`config.mk`:
```
export PLATFORM = sky130hd
export DESIGN_NAME = vesg_ctrl
export DESIGN_NICKNAME = d
export VERILOG_FILES = /design/src/rtl/vesg_pkg.sv /design/src/rtl/vesg_ctrl.sv
export SDC_FILE = /design/constraint.sdc
export NUM_CORES = 1
export LEC_CHECK = 0
export ABC_CLOCK_PERIOD_IN_PS = 2490
export BUFFER_PORTS_ARGS = -buffer_cell sky130_fd_sc_hd__buf_2
export CAP_MARGIN = 20
export CELL_PAD_IN_SITES_DETAIL_PLACEMENT = 1
export CELL_PAD_IN_SITES_GLOBAL_PLACEMENT = 1
export CORE_MARGIN = 3
export CORE_UTILIZATION = 40
export CTS_BUF_LIST = sky130_fd_sc_hd__clkbuf_2
export CTS_CLUSTER_DIAMETER = 30
export DETAILED_ROUTE_END_ITERATION = 10
export PLACE_DENSITY_LB_ADDON = 0.3
export SLEW_MARGIN = 20
export SYNTH_ARGS = -nofsm -noshare
export SYNTH_HDL_FRONTEND = slang
export SYNTH_SLANG_ARGS = --single-unit
export TNS_END_PERCENT = 5
```
`constraint.sdc`:
```
create_clock -name clk -period 2.49 [get_ports clk]
set_input_delay 0.3735 -clock clk [delete_from_list [all_inputs] [get_ports clk]]
set_output_delay 0.3735 -clock clk [all_outputs]
set_load 0.01 [all_outputs]
```
`src/rtl/vesg_pkg.sv`:
```
//------------------------------------------------------------------------------
// vesg_pkg
// Shared types and constants of the VARX series generator.
//------------------------------------------------------------------------------
`default_nettype none
package vesg_pkg;

  localparam int unsigned VAL_W  = 24;
  localparam int unsigned ACC_W  = 40;
  localparam int unsigned TIDX_W = 7;
  localparam int unsigned IN_EXO = 4;
  localparam int unsigned IN_DRAWS = 4;
  localparam int unsigned RESULT_CAP = 4;

  localparam logic [2:0] REG_NUM_VARS = 3'd0;
  localparam logic [2:0] REG_NUM_LAGS = 3'd1;
  localparam logic [2:0] REG_NUM_EXO  = 3'd2;
  localparam logic [2:0] REG_BURN_IN  = 3'd3;
  localparam logic [2:0] REG_SER_LEN  = 3'd4;

  localparam logic FUNC_WRITE = 1'b0;
  localparam logic FUNC_STEP  = 1'b1;

  typedef enum logic [2:0] {
    ST_IDLE,
    ST_CLEAR,
    ST_MAC,
    ST_STORE,
    ST_EMIT
  } vesg_state_t;

  // term kind selects the multiplicand operand
  typedef enum logic [1:0] {
    TK_AR,
    TK_EXO,
    TK_MIX,
    TK_CONST
  } vesg_term_t;

  typedef struct packed {
    logic       acc_clear;
    logic       mac_en;
    logic       store_var;
    logic       shift_hist;
  } vesg_cmd_t;

  function automatic logic signed [VAL_W-1:0] sat24(input logic signed [ACC_W-1:0] v);
    logic signed [ACC_W-1:0] hi;
    logic signed [ACC_W-1:0] lo;
    hi = ACC_W'(signed'(24'sh7FFFFF));
    lo = ACC_W'(signed'(24'sh800000));
    if (v > hi) return 24'sh7FFFFF;
    if (v < lo) return 24'sh800000;
    return v[VAL_W-1:0];
  endfunction

endpackage
`default_nettype wire

```
`src/rtl/vesg_ctrl.sv`:
```
//------------------------------------------------------------------------------
// vesg_ctrl
// Sequencer: walks the terms of each variable and hands out results.
//------------------------------------------------------------------------------
`default_nettype none
module vesg_ctrl #(
  parameter int unsigned MAX_VARS    = 4,
  parameter int unsigned MAX_LAGS    = 4,
  parameter int unsigned MAX_EXO     = 4,
  parameter int unsigned TABLE_DEPTH = 128,
  localparam int unsigned AW = $clog2(TABLE_DEPTH),
  localparam int unsigned VW = (MAX_VARS > 1) ? $clog2(MAX_VARS) : 1,
  localparam int unsigned LW = (MAX_LAGS > 1) ? $clog2(MAX_LAGS) : 1
) (
  input  wire logic                 clk,
  input  wire logic                 rst_n,
  input  wire logic                 step_go,
  input  wire logic [2:0]           nv,
  input  wire logic [2:0]           nl,
  input  wire logic [2:0]           ne,
  input  wire logic                 warm,
  input  wire logic                 emit_step,
  input  wire logic                 out_free,
  output logic                      busy,
  output logic [AW-1:0]             rd_addr,
  output vesg_pkg::vesg_term_t      rd_kind,
  output logic [LW-1:0]             rd_lag,
  output logic [2:0]                rd_src,
  output logic                      rd_valid,
  output vesg_pkg::vesg_cmd_t       cmd,
  output logic [VW-1:0]             cur_var,
  output logic                      push_out,
  output logic                      step_done
);
  import vesg_pkg::*;

  localparam int unsigned EXO_BASE   = MAX_LAGS * MAX_VARS * MAX_VARS;
  localparam int unsigned MIX_BASE   = EXO_BASE + MAX_VARS * MAX_EXO;
  localparam int unsigned CONST_BASE = MIX_BASE + MAX_VARS * MAX_VARS;

  vesg_state_t state_r, state_nxt;
  vesg_term_t  kind_r, kind_nxt;
  logic [LW-1:0] lag_r, lag_nxt;
  logic [2:0]    src_r, src_nxt;
  logic [VW-1:0] var_r, var_nxt;
  logic [1:0]    drain_r, drain_nxt;
  logic          last_term;
  logic          emit_r, emit_nxt;

  always_ff @(posedge clk) begin
    if (!rst_n) begin
      state_r <= ST_IDLE;
      kind_r  <= TK_CONST;
      lag_r   <= '0;
      src_r   <= '0;
      var_r   <= '0;
      drain_r <= '0;
      emit_r  <= 1'b0;
    end else begin
      state_r <= state_nxt;
      kind_r  <= kind_nxt;
      lag_r   <= lag_nxt;
      src_r   <= src_nxt;
      var_r   <= var_nxt;
      drain_r <= drain_nxt;
      emit_r  <= emit_nxt;
    end
  end

  always_comb begin
    rd_addr = '0;
    unique case (kind_r)
      TK_AR:    rd_addr = AW'(32'(lag_r) * MAX_VARS * MAX_VARS + 32'(var_r) * MAX_VARS
                              + 32'(src_r));
      TK_EXO:   rd_addr = AW'(EXO_BASE + 32'(var_r) * MAX_EXO + 32'(src_r));
      TK_MIX:   rd_addr = AW'(MIX_BASE + 32'(var_r) * MAX_VARS + 32'(src_r));
      TK_CONST: rd_addr = AW'(CONST_BASE + 32'(var_r));
      default:  rd_addr = '0;
    endcase
  end
  assign rd_kind = kind_r;
  assign rd_lag  = lag_r;
  assign rd_src  = src_r;
  assign cur_var = var_r;

  always_comb begin
    state_nxt = state_r;
    kind_nxt  = kind_r;
    lag_nxt   = lag_r;
    src_nxt   = src_r;
    var_nxt   = var_r;
    drain_nxt = drain_r;
    emit_nxt  = emit_r;
    cmd       = '0;
    rd_valid  = 1'b0;
    push_out  = 1'b0;
    step_done = 1'b0;
    last_term = 1'b0;
    busy      = (state_r != ST_IDLE);
    unique case (state_r)
      ST_IDLE: begin
        if (step_go) begin
          state_nxt = ST_MAC;
          kind_nxt  = TK_CONST;
          var_nxt   = '0;
          emit_nxt  = emit_step;
          cmd.acc_clear = 1'b1;
        end
      end
      ST_MAC: begin
        rd_valid = 1'b1;
        priority case (kind_r)
          TK_CONST: begin
            if (!warm) last_term = 1'b1;
            else begin
              kind_nxt = TK_AR; lag_nxt = '0; src_nxt = '0;
            end
          end
          TK_AR: begin
            if (src_r == nv - 3'd1) begin
              src_nxt = '0;
              if (32'(lag_r) == 32'(nl) - 1) begin
                lag_nxt = '0;
                if (ne != 3'd0) kind_nxt = TK_EXO;
                else kind_nxt = TK_MIX;
              end else lag_nxt = lag_r + 1'b1;
            end else src_nxt = src_r + 3'd1;
          end
          TK_EXO: begin
            if (src_r == ne - 3'd1) begin
              src_nxt = '0; kind_nxt = TK_MIX;
            end else src_nxt = src_r + 3'd1;
          end
          default: begin
            if (src_r == nv - 3'd1) last_term = 1'b1;
            else src_nxt = src_r + 3'd1;
          end
        endcase
        if (last_term) begin
          state_nxt = ST_STORE;
          drain_nxt = 2'd3;
        end
      end
      ST_STORE: begin
        // wait for read, operand and product stages to settle
        if (drain_r != 2'd0) drain_nxt = drain_r - 2'd1;
        else begin
          cmd.store_var = 1'b1;
          state_nxt = emit_r ? ST_EMIT : ST_STORE;
          if (!emit_r) begin
            if (32'(var_r) == 32'(nv) - 1) begin
              cmd.shift_hist = 1'b1; step_done = 1'b1; state_nxt = ST_IDLE;
            end else begin
              var_nxt = var_r + 1'b1; kind_nxt = TK_CONST;
              cmd.acc_clear = 1'b1; state_nxt = ST_MAC;
            end
          end
        end
      end
      ST_EMIT: begin
        if (out_free) begin
          push_out = 1'b1;
          if (32'(var_r) == 32'(nv) - 1) begin
            cmd.shift_hist = 1'b1; step_done = 1'b1; state_nxt = ST_IDLE;
          end else begin
            var_nxt = var_r + 1'b1; kind_nxt = TK_CONST;
            cmd.acc_clear = 1'b1; state_nxt = ST_MAC;
          end
        end
      end
      default: state_nxt = ST_IDLE;
    endcase
  end
endmodule
`default_nettype wire

```
# Word level (Yosys, flattened, before mapping)
# Index checks and enable logic that the tools add are counted.
# totals
regBits	15
inputBits	15
out_inout_bits	24
elab_cells	121
# op_classes
n_addsub	15
n_eq_ne	24
n_mux	58
n_reduce_logical	17
# op_table
op	count
$eq 2x32->1	2
$mux 2	21
$pmux 7 s4	1
$mux 3	9
$add 7x3->7	3
$mux 1	16
$ne 2x2->1 const B	8
$add 7x4->7 const A	2
$ne 3x3->1 const B	4
$pmux 2 s3	2
$pmux 3 s4	1
$reduce_and 10->1	1
$pmux 3 s3	1
$reduce_bool 3->1	3
$ne 4x1->1 const B	2
$pmux 2 s2	2
$pmux 2 s4	1
$reduce_and 4->1	2
$sub 3x1->4 const B	2
$add 6x4->7	1
$add 7x2->7 const A	1
$eq 3x2->1 const B	2
$eq 3x3->1	2
$pmux 1 s2	3
16 further kinds	22

# Longest topological paths before layout
# Gate-level depths: netlist of the first run.
# depth
depth_word	7
mapped_depth	8
mapped_depth_nobuf	7

# Worst setup path after synthesis of the first run
# OpenSTA, ideal clock, no wires.
# synth_timing
path_type	input-to-reg
start	in nl[0]
end	reg kind_r[0] (netlist: rd_kind[0])
setup_time_ns	0.072
arrival_time_ns	2.062
required_ns	2.418
path_slack_ns	0.356
cell_stages	7
path_buffers	0
cell_sequence	inv_1 ha_1 or3b_4 a2111oi_4 o21bai_2 a2111oi_4 mux2i_1
# synth_via
elab_chain_len	4
# synth_lines
item	line_no	rtl
start, declared	vesg_ctrl.sv:19	input wire logic [2:0] nl,
$sub 3x1->4	vesg_ctrl.sv:122	if (32'(lag_r) == 32'(nl) - 1) begin
$eq 2x32->1	vesg_ctrl.sv:122	
$ne 3x3->1 (no line)	--	
$reduce_and 10->1 (no line)	--	
end signal, assigned	vesg_ctrl.sv:61	kind_r <= kind_nxt;
end, declared	vesg_ctrl.sv:42	vesg_term_t kind_r, kind_nxt;
# No other way between the ends.
# A chain may end at the register's enable or synchronous reset.

==> flow_summary_export.csv, run 1 <==
group,metric,value,unit
sta,maxClockFrequency,442,MHz
setup_path,kind_of_critical_path,"in -> out",
sta,fin_skew,0.00503,ns
global_route,grt_start_max_net_pins,14,
clocking,cts_tree,"built",
power,power_frac_clock,18.9,%
drt,first_iter_violations,72,
clocking,clk_path_buf_depth,2,
synthesis,synthesis.nets,212,
power,comb_power_share,38.8,%
sta,holdWs,0.309,ns
sta,rsz0062_at_grt,"false",
clocking,cts_made_buffers,3,
sta,maxSlewViolCount,0,
setup_path,endpoint_kind,"output pin",
clocking,cts_root_buf,"sky130_fd_sc_hd__clkbuf_2",
synthesis,ys.warnings.count,0,
clocking,htree_levels,1,
power,power_per_cell_area,360,nW/um2
drt,drt-total-wl,4370,um
synthesis,synth.yosys.seq_area_share,20.2,%
sta,final.setup.tns,0,ns
drt,drt-pass1-iter-count,4,
clocking,clkSinkCount,15,
clocking,clkSlewWorstSetupHoldPaths,0.16,ns
synthesis,ys_ff_latch,15,
power,ir_drop,0.192,mV
synthesis,yosys_most_used_dff,"sky130_fd_sc_hd__dfxtp_1",
setup_path,critPathMaxFanout,4,
layout,final_layout_size_suffix_gt1_share,27.0,%
synthesis,netlist_instances,184,
synthesis,async_reset_ff_share,0,%
drt,ant_nets,0,
die,starting_density_of_the_core,42.9,%
synthesis,post_synth_num_cell_types,53,
flow_run,cap_viol_max_count,0,
clocking,worstSkewPairLatency,0.29,ns
outcome,status,"complete, no violations",
drt,via_per_inst,5.57,
placement,gp_congestion,0.774,
hold_path,hold_crit_path_type,"in -> reg",
die,die_width,67.0,um
synthesis,synth_enable_flop_cells,0,
power,power.internal,392,uW
power,flop_pwr_share,42.3,%
synthesis,mean_instance_size_in_the_synthesized_netlist,8.09,um2
sta,final_hold_viol_count,0,
setup_path,ff_to_ff_setup_slack,0.44,ns
setup_path,worst_setup_path_start_kind,"input port",
sta,timing.final.setup_violations,0,
global_route,first_global_vias,1482,
power,sw_frac_of_total,37.7,%
placement,io_buffer_count,37,
layout,syn2layout_area_growth,17.6,%
drt,remaining_drc_errors,0,
sta,post-route-min-period,2.26,ns
global_route,global_route_wire_length_before_repair,6920,um
die,placementRows,21,
die,die_height,67.0,um
drt,wire_per_inst,16.3,um
layout,layout.nets,251,
placement,hpwlAfterDp,3600,um
setup_path,critPathArrivalTime,1.89,ns
global_route,grt_antenna_before_repair,0,
power,leakagePower,0.862,nW
setup_path,worst_ep_required_time,2.12,ns
power,netSwitchingPower,237,uW
die,io-pin-count,39,
die,design.die.area,4490,um2
global_route,track_usage,20.3,%
drt,detailroute.via_count,1493,
die,placeableCoreArea,3470,um2
global_route,global_route.overflow_total,0,
sta,final.period_utilization,90.9,%
clocking,cts_hold_buf,0,
synthesis,mappedNetlistArea,1490,um2
layout,num_antenna_cells,0,
[metal layers]
layer | up-vias | track usage [%] | wire length [um]
met1 | 730 | 23.4 | 1860
met5 | - | 0 | 0
met3 | 10 | 2.70 | 140
met4 | 0 | 7.34 | 87
li1 | 722 | - | -
met2 | 31 | 37.6 | 2280
[critical path, stage by stage]
cell and delay (ns):
sky130_fd_sc_hd__buf_2 0.10, sky130_fd_sc_hd__inv_1 0.06, sky130_fd_sc_hd__ha_1 0.33, sky130_fd_sc_hd__xor2_1 0.17
sky130_fd_sc_hd__nand2_1 0.13, sky130_fd_sc_hd__nor3_1 0.38, sky130_fd_sc_hd__and2_1 0.21, sky130_fd_sc_hd__buf_2 0.13
[Yosys cell counts, types with 2 or more instances]
cell | number | area (um2)
sky130_fd_sc_hd__a21oi_1 | 10 | 50.1
sky130_fd_sc_hd__nand2_1 | 13 | 48.8
sky130_fd_sc_hd__nor3_1 | 4 | 20.0
sky130_fd_sc_hd__ha_1 | 13 | 163
sky130_fd_sc_hd__a2111oi_4 | 2 | 55.1
sky130_fd_sc_hd__mux2i_1 | 6 | 60.1
sky130_fd_sc_hd__nand2b_1 | 2 | 12.5
sky130_fd_sc_hd__nand3_1 | 5 | 25.0
sky130_fd_sc_hd__o22ai_1 | 2 | 12.5
sky130_fd_sc_hd__xnor3_1 | 2 | 45.0
sky130_fd_sc_hd__a211oi_1 | 3 | 22.5
sky130_fd_sc_hd__nand4b_1 | 2 | 17.5
sky130_fd_sc_hd__xnor2_1 | 2 | 17.5
sky130_fd_sc_hd__a22o_1 | 2 | 17.5
sky130_fd_sc_hd__nand3b_1 | 5 | 37.5
sky130_fd_sc_hd__inv_1 | 16 | 60.1
sky130_fd_sc_hd__xor2_1 | 8 | 70.1
sky130_fd_sc_hd__or3_1 | 2 | 12.5
sky130_fd_sc_hd__o21ai_0 | 7 | 35.0
sky130_fd_sc_hd__a31oi_1 | 2 | 12.5
sky130_fd_sc_hd__nor2_1 | 20 | 75.1
sky130_fd_sc_hd__clkbuf_1 | 5 | 18.8
sky130_fd_sc_hd__dfxtp_1 | 15 | 300
sky130_fd_sc_hd__buf_4 | 2 | 15.0
sky130_fd_sc_hd__nor2b_1 | 2 | 12.5
sky130_fd_sc_hd__o21a_1 | 3 | 22.5
sky130_fd_sc_hd__and2_1 | 3 | 18.8
[cell type report]
type,instances,area [um2]
Fill cell,461,1720
Multi-Input combinational cell,143,1070
Sequential cell,15,303
Timing Repair Buffer,44,238
Inverter,16,60.1
Tap cell,46,57.6
Clock buffer,3,15.0
Clock inverter,1,5.00
[kinds of logic (layout without fill, tap and decap cells)]
logic type | after synthesis | in the layout | synth area share (%)
flip-flops | 15 | 15 | 20.2
buffers and inverters | 26 | 64 | 7.99
AO/OA/AOI/OAI | 41 | 41 | 21.7
multiplexers | 7 | 7 | 4.79
other | 1 | 1 | 0.252
adder cells (fa/ha/maj) | 13 | 13 | 10.9
AND/OR/NAND/NOR | 69 | 69 | 25.2
XOR/XNOR | 12 | 12 | 8.92
[layout by cell type, fill, tap and decap left out, types with 3 or more instances in the layout]
master | synthesis | layout
sky130_fd_sc_hd__and2_1 | 3 | 3
sky130_fd_sc_hd__mux2i_1 | 6 | 6
sky130_fd_sc_hd__nor2_1 | 20 | 20
sky130_fd_sc_hd__o21a_1 | 3 | 3
sky130_fd_sc_hd__xor2_1 | 8 | 8
sky130_fd_sc_hd__nand3_1 | 5 | 5
sky130_fd_sc_hd__buf_4 | 2 | 7
sky130_fd_sc_hd__nor3_1 | 4 | 4
sky130_fd_sc_hd__a211oi_1 | 3 | 3
sky130_fd_sc_hd__inv_1 | 16 | 16
sky130_fd_sc_hd__ha_1 | 13 | 12
sky130_fd_sc_hd__buf_2 | 1 | 37
sky130_fd_sc_hd__dfxtp_1 | 15 | 13
sky130_fd_sc_hd__nand3b_1 | 5 | 5
sky130_fd_sc_hd__a21oi_1 | 10 | 10
sky130_fd_sc_hd__clkbuf_2 | 0 | 3
sky130_fd_sc_hd__o21ai_0 | 7 | 7
sky130_fd_sc_hd__nand2_1 | 13 | 13
[stage by stage]
stage	total power, mW	worst slack, ns	util, %	std cells	area, um2
2_1_floorplan	0.437	0.356	-	184	1490
3_3_place_gp	0.498	0.200	49.7	264	1720
3_5_place_dp	0.513	0.0731	49.7	264	1720
6_report	0.629	0.226	50.4	268	1750
5_1_grt	0.678	0.0283	50.4	268	1750
4_1_cts	0.634	0.0631	50.3	268	1740
[what timing repair did]
action | CTS | global route
setup endpoints to repair | 0 | 4
setup buffers | 0 | 0
gates resized for setup | 0 | 3
[worst paths after layout]
check	cells after the start	endpoint	start
worst min register to register	1	drain_r[0]$_SDFFE_PN0P_	drain_r[0]$_SDFFE_PN0P_
worst min-delay path	3	emit_r$_SDFFE_PN0P_	emit_step
worst max register to register	5	rd_kind[1]$_SDFFE_PN1P_	rd_src[2]$_SDFFE_PN0P_
worst max-delay path	8	cmd[0]	nv[0]
[registers in the layout, indices dropped and copies added, names as in the netlist]
signal / count
cur_var: 2
drain_r: 2
rd_kind: 2
rd_lag: 2
state_r: 3
rd_src: 3
emit_r: 1
[power groups by stage]
stage / sequential (mW) / clock, mW / combinational [mW]
6_report: 0.266 / 0.119 / 0.244
3_5_place_dp: 0.270 / 0 / 0.242
3_3_place_gp: 0.268 / 0 / 0.229
4_1_cts: 0.265 / 0.126 / 0.243
5_1_grt: 0.268 / 0.139 / 0.270
2_1_floorplan: 0.268 / 0 / 0.169
Power figures use the tool's default switching activity.
==> run 2: changes to the inputs <==
CELL_PAD_IN_SITES_DETAIL_PLACEMENT = not set   (was 1)
CELL_PAD_IN_SITES_GLOBAL_PLACEMENT = not set   (was 1)
==> run 2 against run 1 <==
Hold slack worse by 0.020 ns. Final cell count is 1.1% lower. Clock skew is 0.0065 ns higher. Wire length is 21% lower. Sequential share of layout area is 0.25 points higher. Global-route usage is 4.6 points lower. Non-clock buffer count is 3 lower. Setup slack worse by 0.052 ns. Combinational power is 5% lower. Critical path type is now reg -> out. Largest power group unchanged. Highest routed layer unchanged.
==> flow_summary_export.csv, run 2 (synthesized netlist as in run 1, its figures left out) <==
group,metric,value,unit
outcome,status,"complete, no violations",
setup_path,critPathMaxFanout,11,
layout,fillerInstances,358,
sta,final_hold_viol_count,0,
clocking,cts_made_buffers,3,
setup_path,regToRegEndpoint,"rd_kind[0]$_SDFFE_PN1P_",
global_route,first_global_vias,1219,
die,placementRows,21,
setup_path,worst_ep_required_time,2.12,ns
hold_path,hold_crit_path_type,"in -> reg",
drt,remaining_drc_errors,0,
placement,dp_slack,0.133,ns
drt,wl_met1,1640,um
power,power_per_cell_area,359,nW/um2
die,die_height,67.0,um
global_route,global_route_wire_length_before_repair,5440,um
global_route,global_route.overflow_total,0,
setup_path,endpoint_kind,"output pin",
clocking,clkSinkCount,15,
sta,rsz0062_at_grt,"false",
drt,detailroute.via_count,1411,
setup_path,critPathArrivalTime,1.94,ns
layout,mostFrequentLayoutCell,"sky130_fd_sc_hd__buf_2",
sta,timing.final.ws_setup,0.175,ns
global_route,grt_antenna_before_repair,0,
clocking,post_cts.repair.setup_buffers,0,
power,ir_drop,0.184,mV
sta,holdWs,0.289,ns
hold_path,min_from,"emit_step",
sta,maxClockFrequency,432,MHz
setup_path,worst_setup_path_start_kind,"flop",
power,leakagePower,0.848,nW
sta,final.period_utilization,93.0,%
sta,worst_pin_slew,0.520,ns
placement,io_buffer_count,37,
layout,layout.nets,248,
sta,post-route-min-period,2.32,ns
layout,layout_common_cells,"sky130_fd_sc_hd__buf_2 (37), sky130_fd_sc_hd__nor2_1 (20), sky130_fd_sc_hd__inv_1 (16)",
drt,first_iter_violations,89,
setup_path,r2r.worst_path.cells,5,
drt,drt-pass1-iter-count,4,
layout,final_layout_size_suffix_gt1_share,25.6,%
setup_path,ff_to_ff_setup_slack,0.52,ns
clocking,worstSkewPairLatency,0.29,ns
placement,gp_congestion,0.758,
setup_path,worstSetupEndpoint,"rd_addr[0]",
flow_run,cap_viol_max_count,0,
drt,wire_per_inst,13.0,um
clocking,cts_root_buf,"sky130_fd_sc_hd__clkbuf_2",
drt,uppermost_metal_layer_occupied_by_signal_nets,"met4",
placement,hpwlAfterDp,2750,um
clocking,cts_tree,"built",
sta,timing.final.setup_violations,0,
layout,num_antenna_cells,0,
drt,via_per_inst,5.32,
global_route,track_usage,15.7,%
drt,ant_nets,0,
drt,met2WireLength,1550,um
setup_path,kind_of_critical_path,"reg -> out",
power,sw_frac_of_total,37.1,%
setup_path,timing.rr.start,"rd_src[2]$_SDFFE_PN0P_",
sta,final.setup.tns,0,ns
clocking,htree_levels,1,
global_route,grt_start_max_net_pins,14,
die,placeableCoreArea,3470,um2
clocking,clk_path_buf_depth,2,
drt,drt-total-wl,3440,um
clocking,clkSlewWorstSetupHoldPaths,0.17,ns
power,comb_power_share,37.4,%
die,design.die.area,4490,um2
power,netSwitchingPower,230,uW
sta,maxSlewViolCount,0,
power,power.internal,390,uW
die,io-pin-count,39,
sta,timing.max_slew.rel_slack,65.0,%
drt,met3RoutedLength,217,um
die,starting_density_of_the_core,42.9,%
sta,fin_skew,0.0115,ns
die,die_width,67.0,um
setup_path,critPathLaunch,"rd_kind[0]$_SDFFE_PN1P_",
power,flop_pwr_share,42.7,%
layout,syn2layout_area_growth,15.9,%
power,power_frac_clock,19.9,%
==> run 2: cell types whose count changed in the layout (fill, tap and decap cells not counted) <==
| cell | previous run | this run |
|---|---|---|
| sky130_fd_sc_hd__buf_4 | 7 | 4 |
| sky130_fd_sc_hd__ha_1 | 12 | 13 |
| sky130_fd_sc_hd__ha_2 | 1 | 0 |
==> run 2: critical path: stages, from the launching register on <==
cell and delay (ns):
sky130_fd_sc_hd__dfxtp_2 0.40, sky130_fd_sc_hd__inv_1 0.07, sky130_fd_sc_hd__ha_1 0.32, sky130_fd_sc_hd__or3_1 0.46, sky130_fd_sc_hd__a22o_1 0.25, sky130_fd_sc_hd__buf_2 0.14
==> run 2: layer usage <==
metal / vias up / global-route usage, %
met4: 0 / 4.30
met3: 6 / 3.71
met2: 53 / 26.2
met1: 633 / 20.0
met5: - / 0
li1: 719 / -
==> run 2: what timing repair did <==
item / in CTS / in global routing
hold buffers: 0 / 0
resized for setup: 0 / 2
endpoints found under the hold margin: 0 / 0
setup endpoints to repair: 0 / 2
==> run 2: worst min path at each step <==
| stage | endpoint | depth (start not counted) |
|---|---|---|
| 6_report | emit_r$_SDFFE_PN0P_ | 3 |
| 5_1_grt | emit_r$_SDFFE_PN0P_ | 3 |
| 3_3_place_gp | drain_r[0]$_SDFFE_PN0P_ | 1 |
| 2_1_floorplan | drain_r[0]$_SDFFE_PN0P_ | 1 |
| 3_5_place_dp | drain_r[0]$_SDFFE_PN0P_ | 1 |
| 4_1_cts | emit_r$_SDFFE_PN0P_ | 3 |
==> run 2: area by class of cell <==
class                   count  area, um2  share of cell area, %
clock inverters             1       5.00                  0.290
well taps                  46       57.6                   3.34
flip-flops and latches     15        303                   17.6
clock buffers               3       15.0                  0.871
repair buffers             41        215                   12.5
inverters                  16       60.1                   3.48
multi-input cells         143       1070                   62.0
==> run 2: through the flow <==
stage | area [um2] | total power, mW | utilization (%) | cells
6_report | 1720 | 0.620 | 49.7 | 265
5_1_grt | 1720 | 0.665 | 49.7 | 265
4_1_cts | 1720 | 0.623 | 49.6 | 265
3_5_place_dp | 1700 | 0.500 | 49.1 | 261
3_3_place_gp | 1700 | 0.497 | 49.1 | 261
2_1_floorplan | 1490 | 0.437 | - | 184
==> run 2: power groups by stage <==
stage	Sequential (mW)	Clock, mW	Combinational [mW]
2_1_floorplan	0.268	0	0.169
3_3_place_gp	0.269	0	0.228
3_5_place_dp	0.269	0	0.231
4_1_cts	0.264	0.127	0.232
5_1_grt	0.267	0.139	0.259
6_report	0.265	0.123	0.232
